==> src/wlo_pkg.sv <==
// Shared types, constants and the control store for the wavetable oscillator.
`default_nettype none

package wlo_pkg;

  // Table and number formats.
  localparam int TABLE_DEPTH     = 1024;
  localparam int SAMPLE_BITS     = 16;
  localparam int PHASE_FRAC_BITS = 16;
  localparam int PHASE_BITS      = 26;
  localparam int INDEX_BITS      = 10;
  localparam int ADDR_BITS       = $clog2(TABLE_DEPTH);

  // The phase fraction is used at 16 bits; S = 2^U_BITS is one in Q.16.
  localparam int U_BITS = 16;

  // Datapath widths.
  localparam int MUL_BITS   = 21;
  localparam int PROD_BITS  = 2 * MUL_BITS;
  localparam int CHUNK_BITS = 20;
  localparam int W_BITS     = 2 * CHUNK_BITS;
  localparam int ACC_BITS   = 56;
  localparam int WGT_BITS   = 18;
  localparam int NUM_TAPS   = 4;
  localparam int TAP_BITS   = $clog2(NUM_TAPS);

  // Weight rounding: w = floor(floor((m + 3*2^32) / 2^33) / 3).
  // The divide by three is a multiply by ceil(2^21 / 3) and a shift by 21,
  // exact for dividends below 2^21.
  localparam int TQ_LSB      = 33;
  localparam int TQ_BITS     = 20;
  localparam int RECIP_SHIFT = 21;
  localparam int RECIP_3     = ((1 << RECIP_SHIFT) + 2) / 3;
  localparam logic signed [ACC_BITS-1:0] WGT_BIAS = ACC_BITS'(3) <<< 32;

  // Program counter.
  localparam int PC_BITS = 5;

  typedef logic [PC_BITS-1:0] pc_t;

  // Input and output words.
  typedef struct packed {
    logic                          mode;
    logic [INDEX_BITS-1:0]         table_index;
    logic signed [SAMPLE_BITS-1:0] table_value;
  } in_item_t;

  typedef struct packed {
    logic signed [SAMPLE_BITS-1:0] sample;
    logic                          saturated;
  } out_item_t;

  // Word types on the input.
  localparam logic MODE_LOAD = 1'b0;
  localparam logic MODE_TICK = 1'b1;

  // Multiplier operand selects.
  typedef enum logic [2:0] {
    MA_ZERO,
    MA_U,
    MA_A1,
    MA_A2,
    MA_A2X3,
    MA_V3,
    MA_TQ,
    MA_ENTRY
  } mul_a_e;

  typedef enum logic [2:0] {
    MB_ZERO,
    MB_V,
    MB_A1,
    MB_WLO,
    MB_WHI,
    MB_RECIP,
    MB_WGT
  } mul_b_e;

  // Accumulator operations on the registered product.
  typedef enum logic [2:0] {
    ACC_HOLD,
    ACC_ZERO,
    ACC_BIAS,
    ACC_ADD,
    ACC_ADD_HI,
    ACC_SUB
  } acc_op_e;

  // Sequencing.
  typedef enum logic [1:0] {
    SEQ_NEXT,
    SEQ_BR_LOAD,
    SEQ_END
  } seq_op_e;

  // One control word of the program.
  typedef struct packed {
    mul_a_e                mul_a;
    mul_b_e                mul_b;
    acc_op_e               acc_op;
    logic                  w_load;
    logic                  wgt_load;
    logic [TAP_BITS-1:0]   wgt_idx;
    logic                  ram_rd;
    logic                  ram_wr;
    logic                  out_push;
    seq_op_e               seq;
    pc_t                   target;
  } ctrl_t;

  localparam ctrl_t CTRL_NOP = '{
    mul_a:    MA_ZERO,
    mul_b:    MB_ZERO,
    acc_op:   ACC_HOLD,
    w_load:   1'b0,
    wgt_load: 1'b0,
    wgt_idx:  '0,
    ram_rd:   1'b0,
    ram_wr:   1'b0,
    out_push: 1'b0,
    seq:      SEQ_NEXT,
    target:   '0
  };

  // Entry points of the program.
  localparam pc_t STEP_START = pc_t'(0);
  localparam pc_t STEP_LOAD  = pc_t'(27);

  // Tap order in the weight file.
  localparam logic [TAP_BITS-1:0] TAP_M1 = TAP_BITS'(0);
  localparam logic [TAP_BITS-1:0] TAP_0  = TAP_BITS'(1);
  localparam logic [TAP_BITS-1:0] TAP_P1 = TAP_BITS'(2);
  localparam logic [TAP_BITS-1:0] TAP_P2 = TAP_BITS'(3);

  // Control store. The multiplier result is registered, so a product that
  // is selected in one step is consumed by the accumulator in the next.
  // With u the fraction, v = S - u, a1 = S + u and a2 = 2S + u, the weight
  // magnitudes are a1*(u*v), 3*a2*(u*v), 3*v*(a2*a1) and u*(a2*a1); the
  // second factor of each is split into two 20-bit halves.
  function automatic ctrl_t ucode_word(input pc_t pc);
    ctrl_t w;
    w = CTRL_NOP;
    unique case (pc)
      // Dispatch on the word type and form u*v.
      5'd0: begin
        w.seq = SEQ_BR_LOAD;
        w.target = STEP_LOAD;
        w.mul_a = MA_U;
        w.mul_b = MB_V;
      end
      5'd1: begin
        w.w_load = 1'b1;
        w.acc_op = ACC_BIAS;
      end
      // Weight of the entry before the phase.
      5'd2: begin
        w.mul_a = MA_A1;
        w.mul_b = MB_WLO;
      end
      5'd3: begin
        w.acc_op = ACC_ADD;
        w.mul_a = MA_A1;
        w.mul_b = MB_WHI;
      end
      5'd4: w.acc_op = ACC_ADD_HI;
      5'd5: begin
        w.mul_a = MA_TQ;
        w.mul_b = MB_RECIP;
        w.acc_op = ACC_BIAS;
      end
      // Weight of the entry at the phase.
      5'd6: begin
        w.wgt_load = 1'b1;
        w.wgt_idx = TAP_M1;
        w.mul_a = MA_A2X3;
        w.mul_b = MB_WLO;
      end
      5'd7: begin
        w.acc_op = ACC_ADD;
        w.mul_a = MA_A2X3;
        w.mul_b = MB_WHI;
      end
      5'd8: w.acc_op = ACC_ADD_HI;
      5'd9: begin
        w.mul_a = MA_TQ;
        w.mul_b = MB_RECIP;
        w.acc_op = ACC_BIAS;
      end
      // Form a2*a1 for the two remaining weights.
      5'd10: begin
        w.wgt_load = 1'b1;
        w.wgt_idx = TAP_0;
        w.mul_a = MA_A2;
        w.mul_b = MB_A1;
      end
      5'd11: w.w_load = 1'b1;
      // Weight of the entry after the phase.
      5'd12: begin
        w.mul_a = MA_V3;
        w.mul_b = MB_WLO;
      end
      5'd13: begin
        w.acc_op = ACC_ADD;
        w.mul_a = MA_V3;
        w.mul_b = MB_WHI;
      end
      5'd14: w.acc_op = ACC_ADD_HI;
      5'd15: begin
        w.mul_a = MA_TQ;
        w.mul_b = MB_RECIP;
        w.acc_op = ACC_BIAS;
      end
      // Weight of the entry two after the phase.
      5'd16: begin
        w.wgt_load = 1'b1;
        w.wgt_idx = TAP_P1;
        w.mul_a = MA_U;
        w.mul_b = MB_WLO;
      end
      5'd17: begin
        w.acc_op = ACC_ADD;
        w.mul_a = MA_U;
        w.mul_b = MB_WHI;
      end
      5'd18: w.acc_op = ACC_ADD_HI;
      5'd19: begin
        w.mul_a = MA_TQ;
        w.mul_b = MB_RECIP;
        w.acc_op = ACC_ZERO;
      end
      // Read the four entries and form the weighted sum.
      5'd20: begin
        w.wgt_load = 1'b1;
        w.wgt_idx = TAP_P2;
        w.ram_rd = 1'b1;
      end
      5'd21: begin
        w.mul_a = MA_ENTRY;
        w.mul_b = MB_WGT;
        w.wgt_idx = TAP_M1;
        w.ram_rd = 1'b1;
      end
      5'd22: begin
        w.acc_op = ACC_ADD;
        w.mul_a = MA_ENTRY;
        w.mul_b = MB_WGT;
        w.wgt_idx = TAP_0;
        w.ram_rd = 1'b1;
      end
      5'd23: begin
        // The weight at the phase is negative.
        w.acc_op = ACC_SUB;
        w.mul_a = MA_ENTRY;
        w.mul_b = MB_WGT;
        w.wgt_idx = TAP_P1;
        w.ram_rd = 1'b1;
      end
      5'd24: begin
        w.acc_op = ACC_ADD;
        w.mul_a = MA_ENTRY;
        w.mul_b = MB_WGT;
        w.wgt_idx = TAP_P2;
      end
      5'd25: w.acc_op = ACC_ADD;
      // Round, saturate, hand off the result and advance the phase.
      5'd26: begin
        w.out_push = 1'b1;
        w.seq = SEQ_END;
      end
      // Table write.
      5'd27: begin
        w.ram_wr = 1'b1;
        w.seq = SEQ_END;
      end
      default: w = CTRL_NOP;
    endcase
    return w;
  endfunction

endpackage

`default_nettype wire

==> src/wlo_datapath.sv <==
// Shared multiplier, accumulator and weight file of the interpolator.
`default_nettype none

module wlo_datapath
  import wlo_pkg::*;
(
  input  wire logic                   clk_i,
  input  wire logic                   rst_ni,
  input  wire ctrl_t                  ctrl_i,
  input  wire logic [U_BITS-1:0]      frac_i,
  input  wire logic [SAMPLE_BITS-1:0] entry_i,
  output out_item_t                   result_o
);

  localparam logic signed [ACC_BITS-1:0] SAMPLE_MAX =
    (ACC_BITS'(1) <<< (SAMPLE_BITS - 1)) - ACC_BITS'(1);
  localparam logic signed [ACC_BITS-1:0] SAMPLE_MIN = -SAMPLE_MAX - ACC_BITS'(1);
  localparam logic signed [ACC_BITS-1:0] HALF_UP    = ACC_BITS'(1) <<< (U_BITS - 1);
  localparam logic signed [ACC_BITS-1:0] HALF_DOWN  = HALF_UP - ACC_BITS'(1);

  logic [U_BITS:0]   v_val;
  logic [U_BITS:0]   a1_val;
  logic [U_BITS+1:0] a2_val;
  logic [U_BITS+3:0] a2x3_val;
  logic [U_BITS+1:0] v3_val;
  logic [TQ_BITS-1:0] tq;

  logic signed [MUL_BITS-1:0]  mul_a, mul_b;
  logic signed [PROD_BITS-1:0] prod_q, prod_d;
  logic signed [ACC_BITS-1:0]  acc_q, acc_d;
  logic [W_BITS-1:0]           w_q;
  logic [WGT_BITS-1:0]         wgt_q [NUM_TAPS];
  logic signed [ACC_BITS-1:0]  rounded, y_val;

  // Factors of the Lagrange basis.
  assign v_val    = (U_BITS+1)'(1) << U_BITS;
  assign a1_val   = {1'b1, frac_i};
  assign a2_val   = {2'b10, frac_i};
  assign a2x3_val = (U_BITS+4)'(a2_val) + ((U_BITS+4)'(a2_val) << 1);
  assign v3_val   = (U_BITS+2)'(v_val - (U_BITS+1)'(frac_i)) * (U_BITS+2)'(3);
  assign tq       = acc_q[TQ_LSB +: TQ_BITS];

  // Operand selection.
  always_comb begin
    unique case (ctrl_i.mul_a)
      MA_ZERO:  mul_a = '0;
      MA_U:     mul_a = MUL_BITS'(frac_i);
      MA_A1:    mul_a = MUL_BITS'(a1_val);
      MA_A2:    mul_a = MUL_BITS'(a2_val);
      MA_A2X3:  mul_a = MUL_BITS'(a2x3_val);
      MA_V3:    mul_a = MUL_BITS'(v3_val);
      MA_TQ:    mul_a = MUL_BITS'(tq);
      MA_ENTRY: mul_a = MUL_BITS'(signed'(entry_i));
      default:  mul_a = '0;
    endcase
    unique case (ctrl_i.mul_b)
      MB_ZERO:  mul_b = '0;
      MB_V:     mul_b = MUL_BITS'(v_val - (U_BITS+1)'(frac_i));
      MB_A1:    mul_b = MUL_BITS'(a1_val);
      MB_WLO:   mul_b = MUL_BITS'(w_q[CHUNK_BITS-1:0]);
      MB_WHI:   mul_b = MUL_BITS'(w_q[W_BITS-1:CHUNK_BITS]);
      MB_RECIP: mul_b = MUL_BITS'(RECIP_3);
      MB_WGT:   mul_b = MUL_BITS'(wgt_q[ctrl_i.wgt_idx]);
      default:  mul_b = '0;
    endcase
  end

  // The one multiplier, registered.
  assign prod_d = PROD_BITS'(mul_a) * PROD_BITS'(mul_b);

  // Accumulator.
  always_comb begin
    unique case (ctrl_i.acc_op)
      ACC_HOLD:   acc_d = acc_q;
      ACC_ZERO:   acc_d = '0;
      ACC_BIAS:   acc_d = WGT_BIAS;
      ACC_ADD:    acc_d = acc_q + ACC_BITS'(prod_q);
      ACC_ADD_HI: acc_d = acc_q + (ACC_BITS'(prod_q) <<< CHUNK_BITS);
      ACC_SUB:    acc_d = acc_q - ACC_BITS'(prod_q);
      default:    acc_d = acc_q;
    endcase
  end

  always_ff @(posedge clk_i or negedge rst_ni) begin
    if (!rst_ni) begin
      acc_q <= '0;
    end else begin
      acc_q <= acc_d;
    end
  end

  // Product, partial-product operand and weight registers.
  always_ff @(posedge clk_i) begin
    prod_q <= prod_d;
    if (ctrl_i.w_load) begin
      w_q <= prod_q[W_BITS-1:0];
    end
    if (ctrl_i.wgt_load) begin
      wgt_q[ctrl_i.wgt_idx] <= prod_q[RECIP_SHIFT +: WGT_BITS];
    end
  end

  // Divide by S with halves rounded away from zero, then saturate.
  assign rounded = acc_q + (acc_q[ACC_BITS-1] ? HALF_DOWN : HALF_UP);
  assign y_val   = rounded >>> U_BITS;

  always_comb begin
    if (y_val > SAMPLE_MAX) begin
      result_o.sample    = SAMPLE_MAX[SAMPLE_BITS-1:0];
      result_o.saturated = 1'b1;
    end else if (y_val < SAMPLE_MIN) begin
      result_o.sample    = SAMPLE_MIN[SAMPLE_BITS-1:0];
      result_o.saturated = 1'b1;
    end else begin
      result_o.sample    = y_val[SAMPLE_BITS-1:0];
      result_o.saturated = 1'b0;
    end
  end

endmodule

`default_nettype wire

==> config.mk <==
export PLATFORM = sky130hd
export DESIGN_NAME = wlo_datapath
export DESIGN_NICKNAME = d
export VERILOG_FILES = /design/src/wlo_pkg.sv /design/src/wlo_datapath.sv
export SDC_FILE = /design/constraint.sdc
export NUM_CORES = 2
export LEC_CHECK = 0
export BUFFER_PORTS_ARGS = -buffer_cell sky130_fd_sc_hd__buf_2
export CAP_MARGIN = 20
export CORE_MARGIN = 3
export CORE_UTILIZATION = 24
export CTS_BUF_LIST = sky130_fd_sc_hd__clkbuf_8
export DETAILED_ROUTE_END_ITERATION = 8
export GPL_ROUTABILITY_DRIVEN = 0
export PLACE_DENSITY_LB_ADDON = 0.15
export SYNTH_ARGS = -nofsm -noshare
export SYNTH_HDL_FRONTEND = slang
export SYNTH_SLANG_ARGS = --single-unit
export TNS_END_PERCENT = 50
==> constraint.sdc <==
create_clock -name clk_i -period 10.6 [get_ports clk_i]
set_input_delay 1.06 -clock clk_i [delete_from_list [all_inputs] [get_ports clk_i]]
set_output_delay 1.06 -clock clk_i [all_outputs]
set_load 0.05 [all_outputs]
==> results by group <==
Synthesis
  – Post-Synth Adder-Cell Area: 0.372
  – Flops & latches, synth: 210
  – Syn Area/Cell: about 9 µm²
  – Unique masters post-synth: 85
  – Simple-Gate Fraction of Synth Area: 0.150
  – Yosys warnings: 0
  – Largest family of logic cells by synthesized area: adder cells
  – Post-synth top flop: edfxtp_1
  – Post-Syn Nets: 4400
  – Post-synth ARST share: 0.267
  – Netlist Area Pre-Place: approximately 33000 µm²
  – Post-synth EDFFs: around 110
  – Post-synthesis mux area share: 0.0291
  – Seq/Total Area, Yosys: 0.172
  – Post-synthesis compound-gate area fraction: 0.135
  – XOR/XNOR Fraction of Synth Area: 0.0604
  – Cells after Synth: approximately 3600

Critical path
  – Most used cell, CP: fa_1
  – Register-to-Register Setup Slack: between 1.5 and 2 ns
  – Critical Path RT: about 11 ns
  – Crit Path Max Fanout: 4
  – Data arrival time of the critical path: 10.74 ns
  – Reg2reg start: w_q[12]
  – Crit-path max cell delay: between 0.5 and 0.6 ns
  – Worst setup SP type: primary input
  – Crit Path Class: primary input to register
  – Critical-path top delay cell: fa_1
  – Critical path capture point type: register
  – FF-to-FF End: prod_q[38]
  – Cell depth of the worst flop-to-flop path: 29

Detailed routing
  – DR WL/cell: 21.4 µm
  – First-pass detailed-route iteration total: 5
  – Via count: 26748
  – Routed wire length: around 120000 µm
  – DR DRC count: 0
  – Vias per inst: roughly 4.7
  – Post-DRT Antenna Nets: 0
  – DR iter-0 viols: 1636

Clock network
  – CTS tree: built
  – Num CTS Buffers: 44
  – CTS Sinks: 210
  – CTS clk-pin slew, worst paths: approximately 0.060 ns
  – Skew-Pair Late Insertion Delay: 0.65 ns
  – CTS H-Tree Depth: 2
  – Post-CTS Hold Fix Bufs: 0
  – Clock Tree Buf Depth: 3
  – Root buf cell: clkbuf_8

Global route
  – First-pass GRT wire length: between 150000 and 200000 µm
  – Initial antenna violation count: 11
  – Number of global-route vias before repair: approximately 28000
  – Largest net degree at the start of global routing: 57
  – GRT Total Usage: 0.174
  – GRT Residual Overflow: 0

Run
  – Max-cap viol count: 0

Min path
  – Worst min path class: register to register
  – Hold Path Depth: 2
  – Hold path endpoint: acc_q[10]
  – HP Start: acc_q[10]

Floorplanning
  – Die area: between 100000 and 150000 µm²
  – Die width: 375 µm
  – Die H: ~370 µm
  – Core Box Area: 134000 µm²
  – Ports: 74
  – Cell Rows: roughly 130
  – Starting density of the core: 0.243

Finish
  – Share of cells above drive strength 1: 0.141
  – Layout Nets: between 4000 and 5000
  – Commonest non-fill, non-tap cell in the layout: inv_1
  – FILL cells: about 14000
  – Most frequent cells in the layout: inv_1 (569), fa_1 (436), nand2_1 (435)
  – Final non-filler cell total: about 5700
  – Area growth syn-to-layout: 17.6%

Placed design
  – Dpl cells: between 5000 and 6000
  – Port Buffers: 63
  – DPL Wire Length: about 100000 µm

Timing
  – Hold Fails Final Rpt: 0
  – Max-slew violation count: 0
  – Final min period: roughly 10 ns
  – Max-slew headroom: 0.295
  – Worst-Margin Slew: 1.06 ns
  – Fmax: approximately 0.098 GHz
  – Clk_skew: 0.0403 ns
  – Setup TNS: 0 ns
  – Final worst path period share: 0.962
  – Final setup vio count: 0

Status
  – Run status: completed
worst max path at each step:
stage,startpoint,to,depth (start not counted)
global placement,frac_i[1],prod_q[38],42
detailed placement,frac_i[1],prod_q[38],40
CTS,frac_i[1],prod_q[38],42
global route,frac_i[1],prod_q[40],44
floorplan,frac_i[0],prod_q[38],42
finish,frac_i[1],prod_q[38],43
metrics by stage:
step	instance area (µm²)	util	setup WS (ns)	hold slack [ns]
2_1_floorplan	32600	-	0.0327	0.470
3_3_place_gp	37000	0.276	-0.758	0.523
3_5_place_dp	37000	0.276	-0.828	0.525
4_1_cts	38000	0.283	0.0109	0.539
5_1_grt	38300	0.286	-0.0413	0.557
6_report	38300	0.286	0.401	0.528
sequential cells by signal, indices dropped and copies added (netlist names):
signal  flops
acc_q      56
w_q        40
wgt_q      72
prod_q     42
what timing repair did:
| action | in CTS | in global routing |
|---|---|---|
| pin swaps | 0 | 46 |
| gates resized for setup | 6 | 73 |
| setup endpoints to repair | 5 | 10 |
| buffers inserted | 0 | 11 |
metal layers:
metal,vias to the layer above,global-route usage,wire length (µm)
li1,12636,-,-
met1,13460,0.252,58700
met2,544,0.280,56100
met3,104,0.0216,5770
met4,4,0.0262,1630
met5,-,0,27
synth_stat cells, types with 14 or more instances:
| cell | count | share of area |
|---|---|---|
| mux2i_1 | 43 | 0.013 |
| o21bai_1 | 19 | 0.0044 |
| clkbuf_1 | 128 | 0.015 |
| a21o_1 | 66 | 0.015 |
| a31oi_1 | 20 | 0.0038 |
| fa_1 | 440 | 0.27 |
| o22ai_1 | 18 | 0.0035 |
| nand2_1 | 436 | 0.050 |
| inv_1 | 566 | 0.065 |
| a21oi_1 | 177 | 0.027 |
| a221oi_1 | 14 | 0.0038 |
| o21a_1 | 14 | 0.0032 |
| a211oi_1 | 15 | 0.0035 |
| edfxtp_1 | 112 | 0.10 |
| nor3_1 | 27 | 0.0041 |
| a22oi_1 | 26 | 0.0060 |
| and3_1 | 31 | 0.0059 |
| xnor2_1 | 146 | 0.039 |
| and2_1 | 56 | 0.011 |
| xor2_1 | 79 | 0.021 |
| o221ai_1 | 15 | 0.0040 |
| dfxtp_1 | 42 | 0.026 |
| nand4_1 | 29 | 0.0056 |
| nor2_1 | 233 | 0.027 |
| mux4_2 | 21 | 0.014 |
| nand3_1 | 61 | 0.0094 |
| o21ai_0 | 139 | 0.021 |
| nand2b_1 | 27 | 0.0052 |
| nor2b_1 | 72 | 0.014 |
| or3_1 | 17 | 0.0033 |
| dfrtp_1 | 56 | 0.043 |
| o21ai_1 | 15 | 0.0023 |
| o31ai_1 | 19 | 0.0044 |
| ha_1 | 267 | 0.10 |
worst max-delay path, delay by kind of cell:
kind / cells / cell delay, ns
mux: 1 / 0.23
fa+ha+maj: 10 / 4.16
simple gates: 8 / 1.34
compound gates: 11 / 2.60
xor+xnor: 3 / 0.50
buf+inv: 10 / 0.82
cells by family after synthesis:
logic type / after synthesis
buf+inv: 705
compound gates: 673
fa+ha+maj: 707
flops: 210
mux: 68
xor+xnor: 225
simple gates: 1048
area by class of cell:
cell class	instances	area (µm²)	share of cell area
Antenna cell	5	12.5	0.000326
Multi-Input combinational cell	2721	24700	0.645
Clock inverter	36	273	0.00711
Clock buffer	46	633	0.0165
Inverter	566	2130	0.0557
Timing Repair Buffer	366	2760	0.0720
Tap cell	1768	2210	0.0577
Sequential cell	210	5610	0.146
Power is not shown: default switching activity piles up to over one toggle a cycle in this logic, so the estimate is an artifact.
