<file path="src/wlo_pkg.sv">
// Shared types, constants and the control store for the wavetable oscillator.
`default_nettype none

package wlo_pkg;

  // Table and number formats.
  localparam int TABLE_DEPTH     = 1024;
  localparam int SAMPLE_BITS     = 16;
  localparam int PHASE_FRAC_BITS = 16;
  localparam int PHASE_BITS      = 26;
  localparam int INDEX_BITS      = 10;
  localparam int ADDR_BITS       = $clog2(TABLE_DEPTH);

  // The phase fraction is used at 16 bits; S = 2^U_BITS is one in Q.16.
  localparam int U_BITS = 16;

  // Datapath widths.
  localparam int MUL_BITS   = 21;
  localparam int PROD_BITS  = 2 * MUL_BITS;
  localparam int CHUNK_BITS = 20;
  localparam int W_BITS     = 2 * CHUNK_BITS;
  localparam int ACC_BITS   = 56;
  localparam int WGT_BITS   = 18;
  localparam int NUM_TAPS   = 4;
  localparam int TAP_BITS   = $clog2(NUM_TAPS);

  // Weight rounding: w = floor(floor((m + 3*2^32) / 2^33) / 3).
  // The divide by three is a multiply by ceil(2^21 / 3) and a shift by 21,
  // exact for dividends below 2^21.
  localparam int TQ_LSB      = 33;
  localparam int TQ_BITS     = 20;
  localparam int RECIP_SHIFT = 21;
  localparam int RECIP_3     = ((1 << RECIP_SHIFT) + 2) / 3;
  localparam logic signed [ACC_BITS-1:0] WGT_BIAS = ACC_BITS'(3) <<< 32;

  // Program counter.
  localparam int PC_BITS = 5;

  typedef logic [PC_BITS-1:0] pc_t;

  // Input and output words.
  typedef struct packed {
    logic                          mode;
    logic [INDEX_BITS-1:0]         table_index;
    logic signed [SAMPLE_BITS-1:0] table_value;
  } in_item_t;

  typedef struct packed {
    logic signed [SAMPLE_BITS-1:0] sample;
    logic                          saturated;
  } out_item_t;

  // Word types on the input.
  localparam logic MODE_LOAD = 1'b0;
  localparam logic MODE_TICK = 1'b1;

  // Multiplier operand selects.
  typedef enum logic [2:0] {
    MA_ZERO,
    MA_U,
    MA_A1,
    MA_A2,
    MA_A2X3,
    MA_V3,
    MA_TQ,
    MA_ENTRY
  } mul_a_e;

  typedef enum logic [2:0] {
    MB_ZERO,
    MB_V,
    MB_A1,
    MB_WLO,
    MB_WHI,
    MB_RECIP,
    MB_WGT
  } mul_b_e;

  // Accumulator operations on the registered product.
  typedef enum logic [2:0] {
    ACC_HOLD,
    ACC_ZERO,
    ACC_BIAS,
    ACC_ADD,
    ACC_ADD_HI,
    ACC_SUB
  } acc_op_e;

  // Sequencing.
  typedef enum logic [1:0] {
    SEQ_NEXT,
    SEQ_BR_LOAD,
    SEQ_END
  } seq_op_e;

  // One control word of the program.
  typedef struct packed {
    mul_a_e                mul_a;
    mul_b_e                mul_b;
    acc_op_e               acc_op;
    logic                  w_load;
    logic                  wgt_load;
    logic [TAP_BITS-1:0]   wgt_idx;
    logic                  ram_rd;
    logic                  ram_wr;
    logic                  out_push;
    seq_op_e               seq;
    pc_t                   target;
  } ctrl_t;

  localparam ctrl_t CTRL_NOP = '{
    mul_a:    MA_ZERO,
    mul_b:    MB_ZERO,
    acc_op:   ACC_HOLD,
    w_load:   1'b0,
    wgt_load: 1'b0,
    wgt_idx:  '0,
    ram_rd:   1'b0,
    ram_wr:   1'b0,
    out_push: 1'b0,
    seq:      SEQ_NEXT,
    target:   '0
  };

  // Entry points of the program.
  localparam pc_t STEP_START = pc_t'(0);
  localparam pc_t STEP_LOAD  = pc_t'(27);

  // Tap order in the weight file.
  localparam logic [TAP_BITS-1:0] TAP_M1 = TAP_BITS'(0);
  localparam logic [TAP_BITS-1:0] TAP_0  = TAP_BITS'(1);
  localparam logic [TAP_BITS-1:0] TAP_P1 = TAP_BITS'(2);
  localparam logic [TAP_BITS-1:0] TAP_P2 = TAP_BITS'(3);

  // Control store. The multiplier result is registered, so a product that
  // is selected in one step is consumed by the accumulator in the next.
  // With u the fraction, v = S - u, a1 = S + u and a2 = 2S + u, the weight
  // magnitudes are a1*(u*v), 3*a2*(u*v), 3*v*(a2*a1) and u*(a2*a1); the
  // second factor of each is split into two 20-bit halves.
  function automatic ctrl_t ucode_word(input pc_t pc);
    ctrl_t w;
    w = CTRL_NOP;
    unique case (pc)
      // Dispatch on the word type and form u*v.
      5'd0: begin
        w.seq = SEQ_BR_LOAD;
        w.target = STEP_LOAD;
        w.mul_a = MA_U;
        w.mul_b = MB_V;
      end
      5'd1: begin
        w.w_load = 1'b1;
        w.acc_op = ACC_BIAS;
      end
      // Weight of the entry before the phase.
      5'd2: begin
        w.mul_a = MA_A1;
        w.mul_b = MB_WLO;
      end
      5'd3: begin
        w.acc_op = ACC_ADD;
        w.mul_a = MA_A1;
        w.mul_b = MB_WHI;
      end
      5'd4: w.acc_op = ACC_ADD_HI;
      5'd5: begin
        w.mul_a = MA_TQ;
        w.mul_b = MB_RECIP;
        w.acc_op = ACC_BIAS;
      end
      // Weight of the entry at the phase.
      5'd6: begin
        w.wgt_load = 1'b1;
        w.wgt_idx = TAP_M1;
        w.mul_a = MA_A2X3;
        w.mul_b = MB_WLO;
      end
      5'd7: begin
        w.acc_op = ACC_ADD;
        w.mul_a = MA_A2X3;
        w.mul_b = MB_WHI;
      end
      5'd8: w.acc_op = ACC_ADD_HI;
      5'd9: begin
        w.mul_a = MA_TQ;
        w.mul_b = MB_RECIP;
        w.acc_op = ACC_BIAS;
      end
      // Form a2*a1 for the two remaining weights.
      5'd10: begin
        w.wgt_load = 1'b1;
        w.wgt_idx = TAP_0;
        w.mul_a = MA_A2;
        w.mul_b = MB_A1;
      end
      5'd11: w.w_load = 1'b1;
      // Weight of the entry after the phase.
      5'd12: begin
        w.mul_a = MA_V3;
        w.mul_b = MB_WLO;
      end
      5'd13: begin
        w.acc_op = ACC_ADD;
        w.mul_a = MA_V3;
        w.mul_b = MB_WHI;
      end
      5'd14: w.acc_op = ACC_ADD_HI;
      5'd15: begin
        w.mul_a = MA_TQ;
        w.mul_b = MB_RECIP;
        w.acc_op = ACC_BIAS;
      end
      // Weight of the entry two after the phase.
      5'd16: begin
        w.wgt_load = 1'b1;
        w.wgt_idx = TAP_P1;
        w.mul_a = MA_U;
        w.mul_b = MB_WLO;
      end
      5'd17: begin
        w.acc_op = ACC_ADD;
        w.mul_a = MA_U;
        w.mul_b = MB_WHI;
      end
      5'd18: w.acc_op = ACC_ADD_HI;
      5'd19: begin
        w.mul_a = MA_TQ;
        w.mul_b = MB_RECIP;
        w.acc_op = ACC_ZERO;
      end
      // Read the four entries and form the weighted sum.
      5'd20: begin
        w.wgt_load = 1'b1;
        w.wgt_idx = TAP_P2;
        w.ram_rd = 1'b1;
      end
      5'd21: begin
        w.mul_a = MA_ENTRY;
        w.mul_b = MB_WGT;
        w.wgt_idx = TAP_M1;
        w.ram_rd = 1'b1;
      end
      5'd22: begin
        w.acc_op = ACC_ADD;
        w.mul_a = MA_ENTRY;
        w.mul_b = MB_WGT;
        w.wgt_idx = TAP_0;
        w.ram_rd = 1'b1;
      end
      5'd23: begin
        // The weight at the phase is negative.
        w.acc_op = ACC_SUB;
        w.mul_a = MA_ENTRY;
        w.mul_b = MB_WGT;
        w.wgt_idx = TAP_P1;
        w.ram_rd = 1'b1;
      end
      5'd24: begin
        w.acc_op = ACC_ADD;
        w.mul_a = MA_ENTRY;
        w.mul_b = MB_WGT;
        w.wgt_idx = TAP_P2;
      end
      5'd25: w.acc_op = ACC_ADD;
      // Round, saturate, hand off the result and advance the phase.
      5'd26: begin
        w.out_push = 1'b1;
        w.seq = SEQ_END;
      end
      // Table write.
      5'd27: begin
        w.ram_wr = 1'b1;
        w.seq = SEQ_END;
      end
      default: w = CTRL_NOP;
    endcase
    return w;
  endfunction

endpackage

`default_nettype wire

</file>
<file path="src/wlo_sequencer.sv">
// Program counter and control store of the oscillator.
`default_nettype none

module wlo_sequencer
  import wlo_pkg::*;
(
  input  wire logic clk_i,
  input  wire logic rst_ni,
  input  wire logic start_i,
  input  wire logic mode_i,
  input  wire logic out_free_i,
  output logic      busy_o,
  output ctrl_t     ctrl_o
);

  logic  busy_q, busy_d;
  pc_t   pc_q, pc_d;
  ctrl_t word;
  logic  stall;

  // Fetch the current control word; an idle sequencer issues no work.
  always_comb begin
    word   = ucode_word(pc_q);
    ctrl_o = busy_q ? word : CTRL_NOP;
  end

  // A result step waits while the output register is still full.
  assign stall = ctrl_o.out_push && !out_free_i;

  // Next program counter.
  always_comb begin
    busy_d = busy_q;
    pc_d   = pc_q;
    if (!busy_q) begin
      if (start_i) begin
        busy_d = 1'b1;
        pc_d   = STEP_START;
      end
    end else if (!stall) begin
      unique case (ctrl_o.seq)
        SEQ_NEXT:    pc_d = pc_q + pc_t'(1);
        SEQ_BR_LOAD: pc_d = (mode_i == MODE_TICK) ? pc_q + pc_t'(1) : ctrl_o.target;
        SEQ_END:     busy_d = 1'b0;
        default:     busy_d = 1'b0;
      endcase
    end
  end

  always_ff @(posedge clk_i or negedge rst_ni) begin
    if (!rst_ni) begin
      busy_q <= 1'b0;
      pc_q   <= STEP_START;
    end else begin
      busy_q <= busy_d;
      pc_q   <= pc_d;
    end
  end

  assign busy_o = busy_q;

endmodule

`default_nettype wire

</file>
<file path="config.mk">
export PLATFORM = sky130hd
export DESIGN_NAME = wlo_sequencer
export DESIGN_NICKNAME = d
export VERILOG_FILES = /design/src/wlo_pkg.sv /design/src/wlo_sequencer.sv
export SDC_FILE = /design/constraint.sdc
export NUM_CORES = 1
export LEC_CHECK = 0
export ABC_AREA = 1
export BUFFER_PORTS_ARGS = -buffer_cell sky130_fd_sc_hd__buf_2
export CORE_MARGIN = 3
export CORE_UTILIZATION = 45
export CTS_BUF_LIST = sky130_fd_sc_hd__clkbuf_16
export DETAILED_ROUTE_END_ITERATION = 6
export PLACE_DENSITY = 0.8
export SYNTH_ARGS = -nofsm -noshare
export SYNTH_HDL_FRONTEND = slang
export SYNTH_SLANG_ARGS = --single-unit
</file>
<file path="constraint.sdc">
create_clock -name clk_i -period 3.6 [get_ports clk_i]
set_input_delay 0.36 -clock clk_i [delete_from_list [all_inputs] [get_ports clk_i]]
set_output_delay 0.36 -clock clk_i [all_outputs]
set_load 0.005 [all_outputs]
</file>
==> results.cfg, run 1 <==
[floorplanning]
initial_core_util_pct = 48.3
die_x_um = 52.4
io-pin-count = 29
core-area_mm2 = 0.00200
std_cell_rows = 16
dieArea_mm2 = 0.00274
die_h_um = 52.4

[clocking]
cts_sinks = 6
cts_tree = done
cts-buffers-inserted = 3
htree_num_levels = 1
root_buffer = clkbuf_16
clk_latency_ns = 0.23
clock_path_buffers = 2
path_clk_slew_ns = 0.03
cts_resized = 0

[timing]
setup_tns_ns = 0
rsz0062_at_grt = no
skew_ns = 0.00106
final_hold_viol_count = 0
max_freq_mhz = 427
drv_slew = 0
worstMarginPinSlew_ns = 0.534
period_needed_ns = 2.34
setup_viol = 0
finalCritPeriodShare_pct = 65.0
max_slew_margin_pct = 64.4

[critical_path]
critPathArrivalTime_ns = 1.98
path_common_cell = inv_1
endpoint_kind = output pin
slowest_delay_ns = 0.64
regToRegEndpoint = pc_q[2]
cp.required_ns = 3.24
cp_cell_sequence = inv_1 -> ha_1 -> inv_1 -> nand2_1 -> nor2_2 -> nand3_1 -> nand2_1 -> inv_1 -> buf_2
crit-reg2reg-launch = pc_q[0]
critPathKind = reg2out
reg2reg_depth = 9
cp_max_fo = 15
cpMaxStageDelayCell = dfrtp_1
cp-start-kind = register
rrSetupSlack_ns = 1.85

[run]
max_cap_violations = 0

[global_route]
antenna_found_initial = 0
grt_pass1_wl_um = 4150
grtUsageTotal_pct = 20.0
grt_max_degree = 16
grt_pass1_vias = 992
overflow = 0

[yosys]
syn_inst = 158
synth_area_per_cell_um2 = 6.12
synth-seq-cells = 6
yosys-top-cells-area = nand2_1 (16%), dfrtp_1 (16%), nand3_1 (7.8%)
ys_types = 28
synth.most_common_cell = nand2_1
seq_area_frac_synth_pct = 15.5
ys.warnings.count = 0
synth_area_um2 = 967
synth_top_flop_cell = dfrtp_1
synth.net_count = 168
yosys.area.top_type = nand2_1
async_flop_share_pct = 100
synthTopCellsByCount = nand2_1 (42), nor2_1 (20), inv_1 (19)
synth_edf_count = 0
synth_top_cell_area_share_pct = 16.3

[final_layout]
syn2layout_area_growth_pct = 18.8
post-route-util_pct = 57.4
diodes = 0
fin_area_mm2 = 0.00115
layout.nets = 192
layout-drive-gt1-share_pct = 28.3

[placement]
post_dp_cell_area_mm2 = 0.00106
port_buffers = 27
hpwl_um = 1930
place.gp.congestion = 0.902

[power_and_ir_drop]
power_density_mw_per_mm2 = 1050
p_leak_nw = 0.738
ir_drop_mv = 0.692

[status]
status = completed

[routing]
vias = 1047
drt-total-wl_um = 2460
first_iter_violations = 20
avgViaCountPerCell = 5.06
ant_nets = 0
firstDrtPassIters = 4
drc_errors = 0
wl_per_cell_um = 11.9

[hold_path]
worst_hold_path_type = in2reg
hold_start = out_free_i
min_path_cells = 2
hold_end = busy_o
[stage by stage]
step	hold WS, ns	power, mW	cells	worst slack, ns
floorplan	0.0644	0.799	158	1.81
global placement	0.184	1.00	203	1.61
detailed placement	0.188	1.03	203	1.52
CTS	0.322	1.21	207	1.28
global route	0.330	1.34	207	1.05
finish	0.318	1.20	207	1.26
[area by class of cell]
cell class                 count  area, um^2
sequential                     6         150
tap                           27        33.8
timing repair buffer          28         145
inverter                      22        87.6
multi-input combinational    121         657
fill                         218         853
clock buffer                   3        75.1
[worst max-delay path, delay by kind of cell (launching register included)]
family | cells | cell delay [ns]
buf+inv | 4 | 0.45
fa+ha+maj | 1 | 0.27
flops | 1 | 0.64
simple gates | 4 | 0.39
[worst max path at each step]
stage                 start    endpoint  slack, ns  depth (start not counted)
global route        pc_q[4]  ctrl_o[21]       1.05                          9
global placement    pc_q[4]  ctrl_o[19]       1.61                          9
floorplan           pc_q[0]  ctrl_o[19]       1.81                         11
finish              pc_q[4]  ctrl_o[21]       1.26                          9
CTS                 pc_q[4]  ctrl_o[19]       1.28                          9
detailed placement  pc_q[4]  ctrl_o[19]       1.52                          9
[cells by family after synthesis]
| group | synth area share [%] |
|---|---|
| compound gates | 11.0 |
| xor+xnor | 0.906 |
| fa+ha+maj | 6.47 |
| buf+inv | 16.6 |
| flops | 15.5 |
| other cells | 0.388 |
| simple gates | 49.2 |
[report_power, final]
group          internal, mW  leakage, nW  total [mW]  switching, mW
Clock                 0.142       0.0370       0.176         0.0340
Sequential            0.103       0.0695       0.211          0.108
Combinational         0.333        0.632       0.818          0.485
Total                 0.577        0.738        1.20          0.627
[layer usage]
| layer | up-vias | part of all wire (%) | GRT usage (%) |
|---|---|---|---|
| li1 | 540 | - | - |
| met1 | 472 | 42 | 22.5 |
| met2 | 29 | 52 | 36.0 |
| met3 | 6 | 4.2 | 2.56 |
| met4 | 0 | 1.8 | 10.2 |
| met5 | - | 0 | 0 |
[cell usage in the layout (no fill, tap or decap)]
cell / netlist / routed
inv_2: 1 / 1
nor2_8: 1 / 1
dlygate4sd3_1: 0 / 1
dfrtp_1: 6 / 6
o21ai_2: 1 / 1
xor2_1: 1 / 1
a211oi_1: 1 / 1
nand4_2: 2 / 2
nand3_2: 2 / 2
nand3_1: 15 / 15
o21ai_0: 5 / 5
inv_1: 19 / 19
nand2_1: 42 / 42
conb_1: 1 / 1
nand2_2: 5 / 5
buf_2: 1 / 27
inv_4: 2 / 2
nor2_2: 3 / 3
a21oi_1: 8 / 8
o211ai_2: 1 / 1
nor2_1: 20 / 20
nor2_4: 3 / 3
o31ai_1: 1 / 1
o21ai_1: 1 / 1
clkbuf_16: 0 / 3
ha_1: 5 / 5
nand4_1: 3 / 3
[sequential cells by signal (all words and copies together), names as in the netlist]
register  count
pc_q          5
busy_o        1
[repair_timing]
item	4_1_cts	5_1_grt
setup buffers	0	0
hold buffers	1	0
hold endpoints to repair	6	0
No activity file was read; power rests on OpenSTA's default activity.
==> inputs of run 2 (changes only) <==
--- a/config.mk
+++ b/config.mk
@@ -11,7 +11,7 @@
 export CORE_UTILIZATION = 45
 export CTS_BUF_LIST = sky130_fd_sc_hd__clkbuf_16
 export DETAILED_ROUTE_END_ITERATION = 6
-export PLACE_DENSITY = 0.8
+export PLACE_DENSITY = 0.83
 export SYNTH_ARGS = -nofsm -noshare
 export SYNTH_HDL_FRONTEND = slang
 export SYNTH_SLANG_ARGS = --single-unit
==> constraint.sdc (replaced) <==
create_clock -name clk_i -period 1.91 [get_ports clk_i]
set_input_delay 0.191 -clock clk_i [delete_from_list [all_inputs] [get_ports clk_i]]
set_output_delay 0.191 -clock clk_i [all_outputs]
set_load 0.005 [all_outputs]
==> run 2 against run 1 <==
Routed wire length grew 29%. Die area stayed put. Non-clock buffer count increased by 16.
==> results.cfg, run 2 (synthesis gave the netlist of run 1 again) <==
[routing]
wl_per_cell_um = 14.3
avgViaCountPerCell = 5.54
first_iter_violations = 81
firstDrtPassIters = 6
drt-total-wl_um = 3180
drc_errors = 0
vias = 1235
ant_nets = 0

[timing]
setup_viol = 0
skew_ns = 0.00190
max_freq_mhz = 524
finalWorstSetupSlack_ns = 0.00252
drv_slew = 0
final_hold_viol_count = 0
finalCritPeriodShare_pct = 99.9
period_needed_ns = 1.91
rsz0062_at_grt = yes
hold_ws_ns = 0.156

[hold_path]
min_path_cells = 2
hold_start = out_free_i
worst_hold_path_type = in2reg
hold_end = busy_o

[critical_path]
regToRegEndpoint = pc_q[0]
cpMaxStageDelayCell = dfrtp_2
slowest_delay_ns = 0.48
cp_cell_sequence = ha_4 -> nand4_1 -> nand2_2 -> nor2_4 -> nand2_1 -> nor2_1 -> nor2_1 -> buf_2
critPathKind = reg2out
crit-reg2reg-launch = pc_q[0]
cp.required_ns = 1.72
reg2reg_depth = 8
rrSetupSlack_ns = 0.18
path_common_cell = nor2_1
cp-start-kind = register
endpoint_kind = output pin
cp_max_fo = 5
critPathArrivalTime_ns = 1.72

[power_and_ir_drop]
seqPwrFrac_pct = 13.6
p_switching_mw = 1.42
p_leak_nw = 0.817
p_sw_share_pct = 50.9
power_density_mw_per_mm2 = 2010
intPower_mw = 1.37
p_clk_share_pct = 12.1
finalPower_mw = 2.79
pwr-share-comb_pct = 74.3
ir_drop_mv = 1.39

[clocking]
root_buffer = clkbuf_16
cts-buffers-inserted = 3
htree_num_levels = 1
clk_latency_ns = 0.23
clock_path_buffers = 2
cts_tree = done
path_clk_slew_ns = 0.03
cts_sinks = 6

[placement]
port_buffers = 27
pre_cts_slack_ns = 0.106
place.gp.congestion = 0.944
hpwl_um = 1940
dp_cells = 207

[final_layout]
regMostFlops = pc_q
layout.nets = 208
layout-drive-gt1-share_pct = 45.4
diodes = 0
largest_reg_flops = 5
final_cells = 223
final_common_cell = nand2_1
final_cell_mix = nand2_1 (40), buf_2 (27), nor2_1 (17)
syn2layout_area_growth_pct = 43.5

[run]
max_cap_violations = 0

[floorplanning]
io-pin-count = 29
die_x_um = 52.4
initial_core_util_pct = 48.3
std_cell_rows = 16
dieArea_mm2 = 0.00274
die_h_um = 52.4
core-area_mm2 = 0.00200

[status]
status = completed

[global_route]
grt_pass1_vias = 1133
grt_max_degree = 13
grtUsageTotal_pct = 22.8
overflow = 0
antenna_found_initial = 0
grt_pass1_wl_um = 4840
## run 2: metal layers
layer | wire, um | vias up | global-route usage, %
li1 | - | 572 | -
met1 | 1210 | 570 | 28.0
met2 | 1590 | 80 | 39.0
met3 | 303 | 13 | 3.42
met4 | 70 | 0 | 9.79
met5 | 0 | - | 0
## run 2: worst max-delay path by stage
stage,end,slack [ns],startpoint
after CTS,ctrl_o[14],0.002,pc_q[1]
final,ctrl_o[19],0.003,pc_q[0]
after floorplan,ctrl_o[19],0.29,pc_q[0]
after detailed placement,ctrl_o[19],0.11,pc_q[0]
after global routing,ctrl_o[19],-0.11,pc_q[0]
after global placement,ctrl_o[19],0.14,pc_q[0]
## run 2: metrics by stage
step,instance area [um^2],TNS (ns),util [%]
after floorplan,967,0,-
after global placement,1090,0,54.6
after detailed placement,1090,0,54.6
after CTS,1250,0,62.4
after global routing,1390,-0.336,69.3
final,1390,0,69.3
## run 2: layout make-up
class | instances | area, um^2
sequential | 6 | 156
fill | 161 | 614
tap | 27 | 33.8
multi-input combinational | 121 | 764
inverter | 22 | 92.6
timing repair buffer | 44 | 265
clock buffer | 3 | 75.1
## run 2: power by group through the flow
stage,clock network [mW],registers [mW],logic [mW]
6_report,0.337,0.380,2.08
2_1_floorplan,0,0.258,1.25
3_3_place_gp,0,0.337,1.62
3_5_place_dp,0,0.344,1.64
4_1_cts,0.340,0.365,1.78
5_1_grt,0.355,0.390,2.30
## run 2: worst max-delay path, delay by kind of cell (launching register included)
family                   cells  cell delay [ns]
buffers and inverters        1             0.14
flip-flops                   1             0.48
adder cells (fa/ha/maj)      1             0.21
AND/OR/NAND/NOR              6             0.66
## run 2: timing repair
action,4_1_cts,5_1_grt
setup endpoints to repair,9,10
buffers inserted,3,9
endpoints found under the hold margin,6,0
pin swaps,2,9
hold buffers,1,0
gates resized for setup,15,18
==> inputs of run 3 (changes only) <==
--- a/config.mk
+++ b/config.mk
@@ -11,7 +11,9 @@
 export CORE_UTILIZATION = 45
 export CTS_BUF_LIST = sky130_fd_sc_hd__clkbuf_16
 export DETAILED_ROUTE_END_ITERATION = 6
+export HOLD_SLACK_MARGIN = 0.05
 export PLACE_DENSITY = 0.83
+export RECOVER_POWER = 100
 export SYNTH_ARGS = -nofsm -noshare
 export SYNTH_HDL_FRONTEND = slang
 export SYNTH_SLANG_ARGS = --single-unit
==> run 3 against run 2 <==
The run now ends with DRC left. Sequential power is essentially flat. Sequential share of layout area hardly changed. Global-route usage did not move. Routed wire length up 1.0%. Critical path type unchanged. Largest cell class unchanged. Largest power group unchanged.
==> results.cfg, run 3 (synthesis gave the netlist of run 1 again) <==
[placement]
port_buffers = 27
dp_cells = 207
post_dp_cell_area_mm2 = 0.00109
pre_cts_slack_ns = 0.106
place.gp.congestion = 0.944
hpwl_um = 1940

[routing]
wl_met2_um = 1630
first_iter_violations = 80
wl_per_cell_um = 14.4
drc_errors = 2
avgViaCountPerCell = 5.54
ant_nets = 0
routed.top_layer = met4
vias = 1236
dr_wl_met3_um = 304
drt-total-wl_um = 3210
wl_met1_um = 1230
firstDrtPassIters = 7

[timing]
drv_slew = 0
finalWorstSetupSlack_ns = 0.00355
rsz0062_at_grt = yes
final_hold_viol_count = 0
max_freq_mhz = 525
setup_viol = 0
skew_ns = 0.00187
setup_tns_ns = 0
period_needed_ns = 1.91
finalCritPeriodShare_pct = 99.8
hold_ws_ns = 0.155

[power_and_ir_drop]
power_density_mw_per_mm2 = 2020
p_leak_nw = 0.814
ir_drop_mv = 1.40
finalPower_mw = 2.80

[hold_path]
worst_hold_path_type = in2reg
hold_start = out_free_i

[run]
max_cap_violations = 0

[critical_path]
critPathArrivalTime_ns = 1.72
cp.required_ns = 1.72
crit-reg2reg-launch = pc_q[0]
cp_max_fo = 5
critPathKind = reg2out
endpoint_kind = output pin
cp-start-kind = register
crit_start = pc_q[0]

[floorplanning]
initial_core_util_pct = 48.3
die_h_um = 52.4
die_x_um = 52.4
dieArea_mm2 = 0.00274
io-pin-count = 29
core-area_mm2 = 0.00200
std_cell_rows = 16

[final_layout]
final_common_cell = nand2_1
layout.nets = 208
final_cell_mix = nand2_1 (40), buf_2 (26), nor2_1 (17)
regMostFlops = pc_q
layout-drive-gt1-share_pct = 44.9
syn2layout_area_growth_pct = 43.3
diodes = 0
post-route-util_pct = 69.3
largest_reg_flops = 5
fin_area_mm2 = 0.00139
final_cells = 223

[global_route]
overflow = 0
grtUsageTotal_pct = 22.8
grt_pass1_wl_um = 4840
grt_pass1_vias = 1133
grt_max_degree = 13
antenna_found_initial = 0

[clocking]
clk_latency_ns = 0.23
clock_path_buffers = 2
cts-buffers-inserted = 3
htree_num_levels = 1
path_clk_slew_ns = 0.03
root_buffer = clkbuf_16
cts_tree = done
cts_sinks = 6

[status]
status = finished with violations
violations = DRC
==> run 3: repair_timing <==
item,CTS,global route
hold buffers,1,0
setup endpoints to repair,9,10
buffers inserted,3,9
pin swaps,2,9
hold endpoints to repair,6,0
gates resized for setup,15,18
==> run 3: area by class of cell <==
| class | count | area, um^2 |
|---|---|---|
| Tap cell | 27 | 33.8 |
| Inverter | 22 | 92.6 |
| Sequential cell | 6 | 156 |
| Fill cell | 162 | 616 |
| Timing Repair Buffer | 44 | 264 |
| Clock buffer | 3 | 75.1 |
| Multi-Input combinational cell | 121 | 764 |
==> run 3: path summary, 6_finish.rpt <==
kind	slack, ns	to	depth (start not counted)
max reg2reg	0.18	pc_q[0]	8
min	0.16	busy_o	2
max in group asynchronous	1.26	pc_q[1]	2
min in group asynchronous	0.38	busy_o	2
min reg2reg	0.68	pc_q[0]	2
max	0.004	ctrl_o[19]	11
==> run 3: power breakdown <==
part,switching [mW],total (mW),leakage [nW],internal [mW]
registers,0.174,0.380,0.0640,0.206
clock network,0.0696,0.338,0.0370,0.269
logic,1.19,2.08,0.713,0.898
total,1.43,2.80,0.814,1.37
==> run 3: layer usage <==
layer,global-route usage [%],up-vias
met5,0,-
met4,9.79,0
met3,3.42,7
met2,39.0,80
met1,28.0,577
li1,-,572
==> run 3: worst max-delay path: stages, from the launching register on <==
cell     delay (ns)
dfrtp_2        0.48
ha_4           0.21
inv_4          0.06
nor2_4         0.03
ha_4           0.16
inv_2          0.04
nand2_2        0.06
nor2_4         0.11
nand2_1        0.06
nor2_1         0.10
nor2_1         0.04
buf_2          0.14
